`config.mk`:
```
export PLATFORM = sky130hd
export DESIGN_NAME = ata_pio_lba28_sector_sequencer
export DESIGN_NICKNAME = d
export VERILOG_FILES = /design/src/hdl/ataseq_pkg.sv /design/src/hdl/ataseq_csr.sv /design/src/hdl/ataseq_core.sv /design/src/hdl/ata_pio_lba28_sector_sequencer.sv
export SDC_FILE = /design/constraint.sdc
export NUM_CORES = 1
export LEC_CHECK = 0
export BUFFER_PORTS_ARGS = -buffer_cell sky130_fd_sc_hd__buf_2
export CAP_MARGIN = 10
export CORE_ASPECT_RATIO = 0.75
export CORE_MARGIN = 2
export CORE_UTILIZATION = 47
export CTS_BUF_LIST = sky130_fd_sc_hd__clkbuf_8
export CTS_CLUSTER_DIAMETER = 50
export DETAILED_ROUTE_END_ITERATION = 7
export PLACE_DENSITY = 0.68
export SLEW_MARGIN = 15
export SYNTH_ARGS = -nofsm -noshare
export SYNTH_HDL_FRONTEND = slang
export SYNTH_HIERARCHICAL = 1
export SYNTH_SLANG_ARGS = --single-unit
export TNS_END_PERCENT = 30
```
`constraint.sdc`:
```
create_clock -name clock -period 8.7 [get_ports clock]
set_input_delay 1.74 -clock clock [delete_from_list [all_inputs] [get_ports clock]]
set_output_delay 1.74 -clock clock [all_outputs]
set_load 0.1 [all_outputs]
```
`src/hdl/ataseq_pkg.sv`:
```
`timescale 1ns / 1ps
// Shared types and constants of the ATA PIO LBA28 sector sequencer.
// Used by ataseq_csr, ataseq_core and the top level; depends on nothing.
package ataseq_pkg;

   // Sector geometry and settle delay
   localparam int WORDS_PER_SECTOR = 256;
   localparam int SETTLE_READS     = 4;

   // Widths of the internal counters and port addresses
   localparam int POLL_W   = 20;
   localparam int SETTLE_W = 3;
   localparam int WORD_W   = 8;
   localparam int PORT_W   = 10;

   // Task file port addresses
   localparam logic [PORT_W-1:0] PRI_BASE_PORT = 10'h1F0;
   localparam logic [PORT_W-1:0] PRI_CTRL_PORT = 10'h3F6;
   localparam logic [PORT_W-1:0] SEC_BASE_PORT = 10'h170;
   localparam logic [PORT_W-1:0] SEC_CTRL_PORT = 10'h376;

   // Register offsets from the base port
   localparam logic [PORT_W-1:0] OFS_DATA    = 10'd0;
   localparam logic [PORT_W-1:0] OFS_COUNT   = 10'd2;
   localparam logic [PORT_W-1:0] OFS_LBA_LO  = 10'd3;
   localparam logic [PORT_W-1:0] OFS_LBA_MID = 10'd4;
   localparam logic [PORT_W-1:0] OFS_LBA_HI  = 10'd5;
   localparam logic [PORT_W-1:0] OFS_DEVSEL  = 10'd6;
   localparam logic [PORT_W-1:0] OFS_CMD     = 10'd7;

   // Command and device select bytes
   localparam logic [7:0] CMD_READ_PIO  = 8'h20;
   localparam logic [7:0] CMD_WRITE_PIO = 8'h30;
   localparam logic [7:0] CMD_FLUSH     = 8'hE7;
   localparam logic [7:0] DEVSEL_LBA    = 8'hE0;

   // Status register bit positions
   localparam int ST_BSY_BIT = 7;
   localparam int ST_DRQ_BIT = 3;
   localparam int ST_ERR_BIT = 0;

   // Request kinds
   localparam logic [1:0] REQ_READ  = 2'd0;
   localparam logic [1:0] REQ_WRITE = 2'd1;
   localparam logic [1:0] REQ_DONE  = 2'd2;
   localparam logic [1:0] REQ_HOSTW = 2'd3;

   // Completion status codes
   localparam logic [1:0] STATUS_OK         = 2'd0;
   localparam logic [1:0] STATUS_TIMEOUT    = 2'd1;
   localparam logic [1:0] STATUS_DEV_ERR    = 2'd2;
   localparam logic [1:0] STATUS_ZERO_COUNT = 2'd3;

   // Configuration register indexes
   localparam logic [1:0] CSR_CHANNEL    = 2'd0;
   localparam logic [1:0] CSR_DRIVE      = 2'd1;
   localparam logic [1:0] CSR_POLL_LIMIT = 2'd2;

   localparam logic [POLL_W-1:0] POLL_LIMIT_RESET = 20'd100000;

   typedef enum logic [3:0] {
      PH_IDLE, PH_RDY_CMD, PH_SEL, PH_SETTLE_SEL, PH_CNT, PH_LBA0, PH_LBA1,
      PH_LBA2, PH_CMD, PH_DRQ, PH_DATA, PH_HOSTW, PH_SETTLE_SEC, PH_RDY_SEC,
      PH_FLUSH, PH_RDY_FLUSH
   } phase_type;

   typedef struct packed {
      logic [1:0]  req_type;
      logic [27:0] lba;
      logic [7:0]  sector_count;
      logic [15:0] data_word;
   } req_data_type;

   typedef struct packed {
      logic              bus_valid;
      logic              bus_write;
      logic [PORT_W-1:0] bus_port;
      logic              bus_wide;
      logic [15:0]       bus_data;
      logic              host_word_valid;
      logic [15:0]       host_word;
      logic              host_word_request;
      logic              done_res;
      logic [1:0]        status_code;
   } rsp_data_type;

   typedef struct packed {
      logic              channel_secondary;
      logic              drive_slave;
      logic [POLL_W-1:0] poll_limit;
   } cfg_type;

endpackage

```
`src/hdl/ataseq_csr.sv`:
```
`timescale 1ns / 1ps
// APB-style configuration registers of the sector sequencer.
// Depends on ataseq_pkg for the register indexes and cfg_type.
module ataseq_csr (
   input  logic                clock,
   input  logic                reset,
   input  logic                psel,
   input  logic                penable,
   input  logic                pwrite,
   input  logic [3:0]          paddr,
   input  logic [31:0]         pwdata,
   output logic [31:0]         prdata,
   output logic                pready,
   output ataseq_pkg::cfg_type cfg
);
   import ataseq_pkg::*;

   cfg_type    cfg_ff;
   cfg_type    cfg_in;
   logic [1:0] csr_index;
   logic       wr_en;

   assign pready    = 1'b1;
   assign csr_index = paddr[3:2];
   assign wr_en     = psel & penable & pwrite;

   // Decode a write into the addressed register
   always_comb begin
      cfg_in = cfg_ff;
      if (wr_en) begin
         case (csr_index)
            CSR_CHANNEL:    cfg_in.channel_secondary = pwdata[0];
            CSR_DRIVE:      cfg_in.drive_slave       = pwdata[0];
            CSR_POLL_LIMIT: cfg_in.poll_limit        = pwdata[POLL_W-1:0];
            default:        cfg_in = cfg_ff;
         endcase
      end
   end

   always_ff @(posedge clock) begin
      if (reset) begin
         cfg_ff.channel_secondary <= 1'b0;
         cfg_ff.drive_slave       <= 1'b0;
         cfg_ff.poll_limit        <= POLL_LIMIT_RESET;
      end else begin
         cfg_ff <= cfg_in;
      end
   end

   // Read back the addressed register
   always_comb begin
      case (csr_index)
         CSR_CHANNEL:    prdata = {31'd0, cfg_ff.channel_secondary};
         CSR_DRIVE:      prdata = {31'd0, cfg_ff.drive_slave};
         CSR_POLL_LIMIT: prdata = {{(32-POLL_W){1'b0}}, cfg_ff.poll_limit};
         default:        prdata = 32'd0;
      endcase
   end

   assign cfg = cfg_ff;

endmodule

```
`src/hdl/ataseq_core.sv`:
```
`timescale 1ns / 1ps
// Command state and single-pass step logic of the sector sequencer.
// Depends on ataseq_pkg for the phase enum, payload structs and constants.
module ataseq_core (
   input  logic                     clock,
   input  logic                     reset,
   input  logic                     fire,
   input  ataseq_pkg::req_data_type item,
   input  ataseq_pkg::cfg_type      cfg,
   output ataseq_pkg::rsp_data_type step_rsp
);
   import ataseq_pkg::*;

   phase_type           phase_ff, phase_in;
   logic [POLL_W-1:0]   poll_count_ff, poll_count_in;
   logic [WORD_W-1:0]   sectors_left_ff, sectors_left_in;
   logic [WORD_W-1:0]   word_index_ff, word_index_in;
   logic [27:0]         held_lba_ff, held_lba_in;
   logic [7:0]          held_count_ff, held_count_in;
   logic                is_write_ff, is_write_in;
   logic [SETTLE_W-1:0] settle_count_ff, settle_count_in;

   logic [PORT_W-1:0]   base_port;
   logic [PORT_W-1:0]   ctrl_port;
   logic [7:0]          status;
   logic                st_bsy, st_drq, st_err;
   logic                poll_spent;
   logic                settle_done;
   logic                last_word;
   logic [7:0]          devsel_byte;

   function automatic rsp_data_type bus_access(input logic wr,
                                               input logic [PORT_W-1:0] port,
                                               input logic wide,
                                               input logic [15:0] data);
      rsp_data_type r;
      r           = '0;
      r.bus_valid = 1'b1;
      r.bus_write = wr;
      r.bus_port  = port;
      r.bus_wide  = wide;
      r.bus_data  = data;
      return r;
   endfunction

   function automatic rsp_data_type finish_with(input logic [1:0] code);
      rsp_data_type r;
      r             = '0;
      r.done_res    = 1'b1;
      r.status_code = code;
      return r;
   endfunction

   // Port selection, status decode and counter limits
   assign base_port   = cfg.channel_secondary ? SEC_BASE_PORT : PRI_BASE_PORT;
   assign ctrl_port   = cfg.channel_secondary ? SEC_CTRL_PORT : PRI_CTRL_PORT;
   assign status      = item.data_word[7:0];
   assign st_bsy      = status[ST_BSY_BIT];
   assign st_drq      = status[ST_DRQ_BIT];
   assign st_err      = status[ST_ERR_BIT];
   assign poll_spent  = (poll_count_ff >= cfg.poll_limit);
   assign settle_done = (settle_count_ff >= SETTLE_W'(SETTLE_READS));
   assign last_word   = (word_index_ff == WORD_W'(WORDS_PER_SECTOR - 1));
   assign devsel_byte = DEVSEL_LBA | {3'd0, cfg.drive_slave, held_lba_ff[27:24]};

   // Next state
   always_comb begin
      phase_in        = phase_ff;
      poll_count_in   = poll_count_ff;
      sectors_left_in = sectors_left_ff;
      word_index_in   = word_index_ff;
      held_lba_in     = held_lba_ff;
      held_count_in   = held_count_ff;
      is_write_in     = is_write_ff;
      settle_count_in = settle_count_ff;
      if (fire) begin
         case (item.req_type)
            REQ_READ, REQ_WRITE: begin
               if (phase_ff == PH_IDLE) begin
                  held_lba_in   = item.lba;
                  held_count_in = item.sector_count;
                  is_write_in   = item.req_type[0];
                  word_index_in = '0;
                  if (item.sector_count != 8'd0) begin
                     sectors_left_in = item.sector_count;
                     phase_in        = PH_RDY_CMD;
                     poll_count_in   = POLL_W'(1);
                  end
               end
            end
            REQ_DONE: begin
               case (phase_ff)
                  PH_RDY_CMD: begin
                     if (!st_bsy) phase_in = PH_SEL;
                     else if (poll_spent) phase_in = PH_IDLE;
                     else poll_count_in = poll_count_ff + POLL_W'(1);
                  end
                  PH_SEL: begin
                     phase_in        = PH_SETTLE_SEL;
                     settle_count_in = SETTLE_W'(1);
                  end
                  PH_CNT:  phase_in = PH_LBA0;
                  PH_LBA0: phase_in = PH_LBA1;
                  PH_LBA1: phase_in = PH_LBA2;
                  PH_LBA2: phase_in = PH_CMD;
                  PH_CMD: begin
                     phase_in      = PH_DRQ;
                     poll_count_in = POLL_W'(1);
                  end
                  PH_DRQ: begin
                     if (st_err) begin
                        phase_in = PH_IDLE;
                     end else if (!st_bsy && st_drq) begin
                        phase_in      = is_write_ff ? PH_HOSTW : PH_DATA;
                        word_index_in = '0;
                     end else if (poll_spent) begin
                        phase_in = PH_IDLE;
                     end else begin
                        poll_count_in = poll_count_ff + POLL_W'(1);
                     end
                  end
                  PH_DATA: begin
                     if (last_word) begin
                        word_index_in   = '0;
                        sectors_left_in = sectors_left_ff - WORD_W'(1);
                        phase_in        = PH_SETTLE_SEC;
                        settle_count_in = SETTLE_W'(1);
                     end else begin
                        word_index_in = word_index_ff + WORD_W'(1);
                        if (is_write_ff) phase_in = PH_HOSTW;
                     end
                  end
                  PH_SETTLE_SEL, PH_SETTLE_SEC: begin
                     if (!settle_done) begin
                        settle_count_in = settle_count_ff + SETTLE_W'(1);
                     end else if (phase_ff == PH_SETTLE_SEL) begin
                        phase_in = PH_CNT;
                     end else if (is_write_ff) begin
                        phase_in      = PH_RDY_SEC;
                        poll_count_in = POLL_W'(1);
                     end else if (sectors_left_ff != '0) begin
                        phase_in      = PH_DRQ;
                        poll_count_in = POLL_W'(1);
                     end else begin
                        phase_in = PH_IDLE;
                     end
                  end
                  PH_RDY_SEC: begin
                     if (!st_bsy) begin
                        if (sectors_left_ff != '0) begin
                           phase_in      = PH_DRQ;
                           poll_count_in = POLL_W'(1);
                        end else begin
                           phase_in = PH_FLUSH;
                        end
                     end else if (poll_spent) begin
                        phase_in = PH_IDLE;
                     end else begin
                        poll_count_in = poll_count_ff + POLL_W'(1);
                     end
                  end
                  PH_FLUSH: begin
                     phase_in      = PH_RDY_FLUSH;
                     poll_count_in = POLL_W'(1);
                  end
                  PH_RDY_FLUSH: begin
                     if (!st_bsy || poll_spent) phase_in = PH_IDLE;
                     else poll_count_in = poll_count_ff + POLL_W'(1);
                  end
                  default: phase_in = phase_ff;
               endcase
            end
            REQ_HOSTW: begin
               if (phase_ff == PH_HOSTW) phase_in = PH_DATA;
            end
            default: phase_in = phase_ff;
         endcase
      end
   end

   // Result of the step
   always_comb begin
      step_rsp = '0;
      case (item.req_type)
         REQ_READ, REQ_WRITE: begin
            if (phase_ff == PH_IDLE) begin
               if (item.sector_count == 8'd0) step_rsp = finish_with(STATUS_ZERO_COUNT);
               else step_rsp = bus_access(1'b0, base_port + OFS_CMD, 1'b0, 16'd0);
            end
         end
         REQ_DONE: begin
            case (phase_ff)
               PH_RDY_CMD: begin
                  if (!st_bsy)
                     step_rsp = bus_access(1'b1, base_port + OFS_DEVSEL, 1'b0,
                                           {8'd0, devsel_byte});
                  else if (poll_spent) step_rsp = finish_with(STATUS_TIMEOUT);
                  else step_rsp = bus_access(1'b0, base_port + OFS_CMD, 1'b0, 16'd0);
               end
               PH_SEL: step_rsp = bus_access(1'b0, ctrl_port, 1'b0, 16'd0);
               PH_CNT:
                  step_rsp = bus_access(1'b1, base_port + OFS_LBA_LO, 1'b0,
                                        {8'd0, held_lba_ff[7:0]});
               PH_LBA0:
                  step_rsp = bus_access(1'b1, base_port + OFS_LBA_MID, 1'b0,
                                        {8'd0, held_lba_ff[15:8]});
               PH_LBA1:
                  step_rsp = bus_access(1'b1, base_port + OFS_LBA_HI, 1'b0,
                                        {8'd0, held_lba_ff[23:16]});
               PH_LBA2:
                  step_rsp = bus_access(1'b1, base_port + OFS_CMD, 1'b0,
                                        {8'd0, is_write_ff ? CMD_WRITE_PIO : CMD_READ_PIO});
               PH_CMD: step_rsp = bus_access(1'b0, base_port + OFS_CMD, 1'b0, 16'd0);
               PH_DRQ: begin
                  if (st_err) begin
                     step_rsp = finish_with(STATUS_DEV_ERR);
                  end else if (!st_bsy && st_drq) begin
                     if (is_write_ff) step_rsp.host_word_request = 1'b1;
                     else step_rsp = bus_access(1'b0, base_port + OFS_DATA, 1'b1, 16'd0);
                  end else if (poll_spent) begin
                     step_rsp = finish_with(STATUS_TIMEOUT);
                  end else begin
                     step_rsp = bus_access(1'b0, base_port + OFS_CMD, 1'b0, 16'd0);
                  end
               end
               PH_DATA: begin
                  if (last_word) begin
                     step_rsp = bus_access(1'b0, ctrl_port, 1'b0, 16'd0);
                  end else if (is_write_ff) begin
                     step_rsp.host_word_request = 1'b1;
                  end else begin
                     step_rsp = bus_access(1'b0, base_port + OFS_DATA, 1'b1, 16'd0);
                  end
                  // Hand the word just read to the host
                  if (!is_write_ff) begin
                     step_rsp.host_word_valid = 1'b1;
                     step_rsp.host_word       = item.data_word;
                  end
               end
               PH_SETTLE_SEL, PH_SETTLE_SEC: begin
                  if (!settle_done)
                     step_rsp = bus_access(1'b0, ctrl_port, 1'b0, 16'd0);
                  else if (phase_ff == PH_SETTLE_SEL)
                     step_rsp = bus_access(1'b1, base_port + OFS_COUNT, 1'b0,
                                           {8'd0, held_count_ff});
                  else if (is_write_ff || sectors_left_ff != '0)
                     step_rsp = bus_access(1'b0, base_port + OFS_CMD, 1'b0, 16'd0);
                  else
                     step_rsp = finish_with(STATUS_OK);
               end
               PH_RDY_SEC: begin
                  if (!st_bsy) begin
                     if (sectors_left_ff != '0)
                        step_rsp = bus_access(1'b0, base_port + OFS_CMD, 1'b0, 16'd0);
                     else
                        step_rsp = bus_access(1'b1, base_port + OFS_CMD, 1'b0,
                                              {8'd0, CMD_FLUSH});
                  end else if (poll_spent) begin
                     step_rsp = finish_with(STATUS_TIMEOUT);
                  end else begin
                     step_rsp = bus_access(1'b0, base_port + OFS_CMD, 1'b0, 16'd0);
                  end
               end
               PH_FLUSH: step_rsp = bus_access(1'b0, base_port + OFS_CMD, 1'b0, 16'd0);
               PH_RDY_FLUSH: begin
                  // A flush that never finishes still ends the command cleanly
                  if (!st_bsy || poll_spent) step_rsp = finish_with(STATUS_OK);
                  else step_rsp = bus_access(1'b0, base_port + OFS_CMD, 1'b0, 16'd0);
               end
               default: step_rsp = '0;
            endcase
         end
         REQ_HOSTW: begin
            if (phase_ff == PH_HOSTW)
               step_rsp = bus_access(1'b1, base_port + OFS_DATA, 1'b1, item.data_word);
         end
         default: step_rsp = '0;
      endcase
   end

   // Hold or advance the command state
   always_ff @(posedge clock) begin
      if (reset) begin
         phase_ff        <= PH_IDLE;
         poll_count_ff   <= '0;
         sectors_left_ff <= '0;
         word_index_ff   <= '0;
         held_lba_ff     <= '0;
         held_count_ff   <= '0;
         is_write_ff     <= 1'b0;
         settle_count_ff <= '0;
      end else begin
         phase_ff        <= phase_in;
         poll_count_ff   <= poll_count_in;
         sectors_left_ff <= sectors_left_in;
         word_index_ff   <= word_index_in;
         held_lba_ff     <= held_lba_in;
         held_count_ff   <= held_count_in;
         is_write_ff     <= is_write_in;
         settle_count_ff <= settle_count_in;
      end
   end

   // A finished command leaves the sequencer idle
   assert property (@(posedge clock) disable iff (reset)
      fire && step_rsp.done_res |=> phase_ff == PH_IDLE)
      else $error("sequencer not idle after command end");

   // An access, a word request and a completion never share one result
   assert property (@(posedge clock) disable iff (reset)
      fire |-> $onehot0({step_rsp.bus_valid, step_rsp.host_word_request,
                         step_rsp.done_res}))
      else $error("conflicting actions in one result");

   // The word index only moves inside a sector transfer
   assert property (@(posedge clock) disable iff (reset)
      (phase_ff != PH_DATA && phase_ff != PH_HOSTW) |-> word_index_ff == '0)
      else $error("word index left nonzero outside data transfer");

   // Sector words go to the host on read commands only
   assert property (@(posedge clock) disable iff (reset)
      fire && step_rsp.host_word_valid |-> !is_write_ff && phase_ff == PH_DATA)
      else $error("host word delivered outside a read transfer");

endmodule

```
`src/hdl/ata_pio_lba28_sector_sequencer.sv`:
```
`timescale 1ns / 1ps
// ATA PIO LBA28 sector sequencer top level: request and result registers
// around ataseq_core, plus the ataseq_csr configuration registers; uses ataseq_pkg.
//
// Every accepted request (start read, start write, bus completion, host write
// word) yields exactly one result: it is held in the request register, then
// passes through the step logic into the result register. A new request is
// accepted every cycle while results are taken as they appear.
// While a stalled result waits, one more request is taken into the request
// register, and req_stall then stays high until the result leaves. The command
// state lives in ataseq_core and is updated in the same cycle that a request
// passes through the step logic, which sets the one-per-cycle rate.
// The sequencer issues at most one port access per result and expects the bus
// completion as a later request. The user must write configuration only while
// no command is running; the block itself does not enforce it.
module ata_pio_lba28_sector_sequencer (
   input  logic                     clock,
   input  logic                     reset,
   input  logic                     req_valid,
   output logic                     req_stall,
   input  ataseq_pkg::req_data_type req_data,
   output logic                     rsp_valid,
   input  logic                     rsp_stall,
   output ataseq_pkg::rsp_data_type rsp_data,
   input  logic                     psel,
   input  logic                     penable,
   input  logic                     pwrite,
   input  logic [3:0]               paddr,
   input  logic [31:0]              pwdata,
   output logic [31:0]              prdata,
   output logic                     pready
);
   import ataseq_pkg::*;

   logic         req_valid_ff;
   req_data_type req_ff;
   logic         rsp_valid_ff;
   rsp_data_type rsp_ff;
   logic         advance;
   cfg_type      cfg;
   rsp_data_type step_rsp;

   ataseq_csr u_csr (
      .clock   (clock),
      .reset   (reset),
      .psel    (psel),
      .penable (penable),
      .pwrite  (pwrite),
      .paddr   (paddr),
      .pwdata  (pwdata),
      .prdata  (prdata),
      .pready  (pready),
      .cfg     (cfg)
   );

   ataseq_core u_core (
      .clock    (clock),
      .reset    (reset),
      .fire     (advance),
      .item     (req_ff),
      .cfg      (cfg),
      .step_rsp (step_rsp)
   );

   // Move the held request through when the result register can take it
   assign advance   = req_valid_ff && (!rsp_valid_ff || !rsp_stall);
   assign req_stall = req_valid_ff && !advance;

   // Request register
   always_ff @(posedge clock) begin
      if (reset) begin
         req_valid_ff <= 1'b0;
      end else if (!req_stall) begin
         req_valid_ff <= req_valid;
      end
   end

   always_ff @(posedge clock) begin
      if (!req_stall && req_valid) begin
         req_ff <= req_data;
      end
   end

   // Result register
   always_ff @(posedge clock) begin
      if (reset) begin
         rsp_valid_ff <= 1'b0;
      end else if (!rsp_valid_ff || !rsp_stall) begin
         rsp_valid_ff <= advance;
      end
   end

   always_ff @(posedge clock) begin
      if (advance) begin
         rsp_ff <= step_rsp;
      end
   end

   assign rsp_valid = rsp_valid_ff;
   assign rsp_data  = rsp_ff;

endmodule
```
Word-level counts from Yosys, hierarchy flattened

Cells that the tools add are included.

Logic and storage cells: 183
Bits in registers: 208
Output and inout bits: 85

Reductions and logical operators: 32
Order comparisons: 2
Bitwise logic cells: 2
Equal/unequal tests: 40
Multiplexer cells: 70
Add/subtract/negate cells: 10

Operator list:

| kind                    | count |
|---|---|
| $mux W50                | 13 |
| $pmux W50 S12           | 1 |
| $mux W20                | 12 |
| $pmux W50 S3            | 1 |
| $pmux W20 S6            | 1 |
| $mux W8                 | 10 |
| $mux W4                 | 15 |
| $pmux W20 S3            | 1 |
| $pmux W4 S13            | 1 |
| $mux W49                | 1 |
| $pmux W8 S2             | 3 |
| $mux W46                | 1 |
| $add A10 B3 Y10 const B | 4 |
| $pmux W20 S2            | 1 |
| $eq A4 B4 Y1 const B    | 8 |
| $add A10 B2 Y10 const B | 2 |
| $add A20 B1 Y20 const B | 1 |
| $ge A20 B20 Y1          | 1 |
| $ne A3 B3 Y1 const B    | 6 |
| $mux W17                | 1 |
| $eq A4 B3 Y1 const B    | 4 |
| $reduce_bool A8 Y1      | 2 |
| $ne A14 B13 Y1 const B  | 1 |
| $pmux W4 S3             | 1 |
| other kinds (34)        | 64 |

Depth between registers and ports, before layout

Word-level depth: 7
Gate-level depth with buffers: 12

Modules after synthesis

Netlist, hierarchy kept.

By module, submodules not included:

| module                         | cells an instance | seq. area each (um2) | area an instance (um2) | instances |
|---|---|---|---|---|
| ataseq_core                    | 808               | 1601.5               | 5730.5                 | 1 |
| ata_pio_lba28_sector_sequencer | 114               | 3163.0               | 3209.3                 | 1 |
| ataseq_csr                     | 136               | 440.4                | 1228.7                 | 1 |

Worst setup path after synthesis

OpenSTA, ideal clock, no wires.

Path kind: input to register
Start: input port rsp_stall
End: register u_core.poll_count_ff[15]
Setup slack: 1.578 ns
Arrival: 7.002 ns
Data required time: 8.580 ns
Path buffers: 3
Cell stages on the path: 9
Library setup time: 0.120 ns
Cells stage by stage: a21boi_0 clkbuf_1 o311ai_1 a21oi_2 and2_1 buf_2 a21oi_2 buf_4 a211o_1

Cells in the longest elaborated chain, start to end: 4

Ends and longest elaborated chain:

| element                             | RTL line                             | source |
|---|---|---|
| start, declared                     | ata_pio_lba28_sector_sequencer.sv:23 | `input logic rsp_stall,` |
| $logic_not A1 Y1                    | ata_pio_lba28_sector_sequencer.sv:66 | `assign advance = req_valid_ff && (!rsp_valid_ff \|\| !rsp_stall);` |
| $logic_or A1 B1 Y1                  | ata_pio_lba28_sector_sequencer.sv:66 |  |
| $logic_and A1 B1 Y1                 | ata_pio_lba28_sector_sequencer.sv:66 |  |
| $reduce_and A11 Y1 (no source line) | n/a                                  |  |
| end signal, assigned                | ataseq_core.sv:294                   | `poll_count_ff <= poll_count_in;` |
| end, declared                       | ataseq_core.sv:15                    | `logic [POLL_W-1:0] poll_count_ff, poll_count_in;` |

No other way between the ends.
A chain may end at the register's enable or synchronous reset.

Worst setup path in the final report

Start: input port paddr[3]
End: output port prdata[11]

Cells in the longest elaborated chain, start to end: 2

Ends and longest elaborated chain:

| element                                    | RTL line                             | source |
|---|---|---|
| start, declared                            | ata_pio_lba28_sector_sequencer.sv:28 | `input logic [3:0] paddr,` |
| $eq A2 B2 Y1, or another cell as far along | ataseq_csr.sv:52                     | `case (csr_index)` |
| $pmux W20 S3 *                             | ataseq_csr.sv:52                     |  |
| end, declared                              | ata_pio_lba28_sector_sequencer.sv:30 | `output logic [31:0] prdata,` |

Mark *: on every way between the ends. The rest lies on a longest branch, timed or not.

==> results.txt <==
The flow ran to the end, and the final reports show no timing, DRC or antenna violations. In this run, placement finished with an instance count of roughly 1.4k. The total buffers and inverters traversed by the critical path is 2. The total of max-cap violations came out at 0. The worst clock skew came out at 23.13 ps. The simple-gate share of the synthesized area came out at between 20% and 30%. By area, the combinational part of the netlist is dominated by simple AND/OR/NAND/NOR gates. The area of the placeable core came out at about 21000 um2. The total congestion overflow is 0. After synthesis the netlist holds a flip-flop and latch count of approximately 210.

The fraction of the mapped netlist area in adder cells came out at 3.076%. The peak ir drop on the vdd network is between 0.1 and 0.15 mV. Clock tree synthesis selected as its root buffer the cell clkbuf_8. In this design, the critical path's most frequently occurring cell is buf_2. The setup slack on the worst flop-to-flop path came out at between 4000 and 5000 ps. The total number of vias is 8230. The CTS H-tree depth is 2. The number of warnings printed during yosys synthesis is 6. The number of distinct library cells after synthesis is 77. The leakage power came out at about 4.6 nW. After clock tree synthesis, the clock-pin slew on the worst setup and hold paths is about 60 ps. The worst max-slew margin expressed relative to the limit came out at roughly 27%.

The area of the mapped netlist came out at just over 10000 um2. The total inserted antenna cells came out at 0. On the critical path the largest part of the delay comes from simple AND/OR/NAND/NOR gates. The fraction of registers with async set or reset after synthesis is 0%. The number of antenna violations at the first check in global routing came to 0. The number of ports placed on the die boundary is 182.

Post-CTS timing repair inserted 0 buffers for setup. Data on the critical path arrives at its endpoint at 3030 ps. The overall routing resource usage came out at 20.70%.

The number of buffers between clock root and the deepest sink is 3. For this design, the slowest cell found on the critical path is nor2b_2. The vias per cell came out at between 5 and 6.

The worst hold slack after final layout came out at ~450 ps. Excluding fillers, the count of instances in the completed layout stands at around 1.5k. After layout, the worst setup slack is ~3900 ps. The height of the die is between 100 and 150 um.

The XOR/XNOR share of the synthesized area is less than 1%. The synthesis-to-finish area growth came out at 15.50%. The commonest cells after synthesis are nand2_1, dfxtp_1, edfxtp_1. The final RePlAce weighted congestion came out at 0.9010. For the pin with the worst max-slew slack, the measured transition is around 1100 ps.

TritonCTS built the clock tree. Of the post-synthesis cell area, the part taken by muxes is 3.285%. The pre-CTS setup slack is 3613 ps.

The worst path needs between 4000 and 5000 ps of the cycle, external delays included. In this run, CTS created clock tree buffers numbering 35. The critical path is of the input port to output port type.

Walking the worst path, the cells encountered are buf_2 -> nor2b_2 -> and2_1 -> buf_2. The maximum number of pins on one net before global-route repair came out at 65. The fraction of the cycle the final worst path needs is 54.81%. In this design, the stage delay of the slowest critical-path cell is about 530 ps. The number of DRC markers in iteration 0 came out at 851. The largest fanout on the critical path is 20. The layout cell share with drive strength beyond 1 came out at 19.00%. The number of hold violations in the final report is 0. The first-pass GRT wire length came out at around 40000 um. Setup repair after global routing left no endpoint under its margin. The sequential cell area fraction in the yosys report is between 50 and 60%. The routed wire length came out at about 24000 um. By area the synthesized netlist is led by edfxtp_1, dfxtp_1, nand2_1. In this run, synthesis inferred between 100 and 150 flip-flops with an integrated enable. The starting density of the core is between 40% and 50%. The most used flip-flop cell after synthesis is edfxtp_1. The number of global-route vias before repair came out at between 7k and 8k. The horizontal die dimension is ~170 um. The number of input and output port buffers inserted came out at ~150.

Detailed placement finished with a half-perimeter wire length of between 15000 and 20000 um. The worst setup path is captured at an output port. The die covers around 23000 um2.

The clock insertion delay at the later pin of the skew report came out at between 500 and 600 ps. The sum of negative setup slack came out at 0 ps. The final-report max-slew violation count came out at 0. The setup-violating endpoint count in the final report is 0. The number of clock sinks is between 200 and 250. The count of instances resized after the clock tree is built is 0. The share of the synthesized area in the top cell type is a little under a third. The worst setup path is launched from an input port.

In this run the mean area of a mapped cell was approximately 9.6 um2. The average wire per standard cell came out at 16.06 um. The number of standard cells after synthesis came out at around 1.1k. The number of nets with antenna violations after routing came out at 0. STA puts the critical path data required time at around 7000 ps. The net count reported at finish is between 1k and 1.5k. The fmax came out at around 210 MHz. The tightest min-delay check is of the flip-flop to flip-flop type. In this run the power density over the cells is about 190 nW/um2. The most frequently used cell type in the post-synthesis netlist is nand2_1.

The count of standard-cell rows is 46. The synthesized netlist devotes approximately 15% of its cell area to compound gates. The first-pass detailed-route iteration total is 5. The post-route DRC violation count is 0. The number of buffers added to fix hold violations after cts is 0. The dominant cell type by area after synthesis is edfxtp_1.
-- cell families (layout without fill, tap and decap cells) --
group / Yosys count / count (layout)
buffers and inverters: 112 / 264
xor gates and xnor gates: 11 / 11
muxes: 32 / 32
other: 3 / 14
DFF: 208 / 208
adders and majority gates: 25 / 25
AOI/OAI and AO/OA: 249 / 249
and+or+nand+nor: 418 / 418
-- sequential cells by signal (all words and copies together), names as in the netlist --
signal                  flops
req_ff                     54
rsp_valid                   1
u_core/held_count_ff        8
u_core/poll_count_ff       20
u_core/held_lba_ff         28
u_csr/cfg                  22
u_core/phase_ff             4
u_core/is_write_ff          1
u_core/sectors_left_ff      8
req_valid_ff                1
u_core/settle_count_ff      3
rsp_data                   50
u_core/word_index_ff        8
-- worst paths after layout --
path	cells after the start	start	endpoint
worst max-delay path	4	paddr[3]	prdata[11]
worst min-delay path	2	u_core/held_lba_ff[1]	u_core/held_lba_ff[1]
worst max register to register	9	req_ff[53]	u_core/phase_ff[3]
worst min register to register	2	u_core/held_lba_ff[1]	u_core/held_lba_ff[1]
-- power breakdown --
| group | internal [mW] | switching (mW) | leakage, nW | total [mW] |
|---|---|---|---|---|
| registers | 1.07 | 0.0219 | 1.85 | 1.09 |
| logic | 0.0622 | 0.210 | 2.33 | 0.272 |
| clock network | 0.453 | 0.391 | 0.385 | 0.844 |
| total | 1.58 | 0.623 | 4.56 | 2.21 |
-- worst reg2reg max path: cells and delay by family (launching register included) --
family                 cells  cell delay, ps
buffers and inverters      1             310
flip-flops                 1             720
AND/OR/NAND/NOR            5            1980
AO/OA/AOI/OAI              3             620
-- layout by cell type, fill, tap and decap left out, types with 40 or more instances in the layout --
cell type  instances
buf_2            154
nand2_1          133
edfxtp_1         104
dfxtp_1          104
a21oi_1           96
nor2_1            73
nand2b_1          49
o21ai_0           48
and2_1            47
inv_1             44
clkbuf_8          40
-- per-stage QoR --
stage	utilization, %	power [mW]	area (um2)
3_3_place_gp	52.23	1.377	11060
6_report	55.45	2.207	11750
3_5_place_dp	52.23	1.380	11060
4_1_cts	55.44	2.228	11740
5_1_grt	55.45	2.295	11750
2_1_floorplan	-	1.326	10210
-- final cells by class --
type / count / area (um2)
clock buffer: 40 / 550.5
clock inverter: 23 / 130.1
fill: 1926 / 9435
inverter: 34 / 127.6
multi-input combinational: 749 / 4503
sequential: 208 / 5205
tap: 288 / 360.3
timing repair buffer: 167 / 868.3
-- layer usage --
metal	track usage (%)	part of all wire [%]
met3	5.729	9.1
met1	30.66	47
met2	29.99	42
met5	0	0
met4	4.809	1.4
Power figures use the tool's default switching activity.
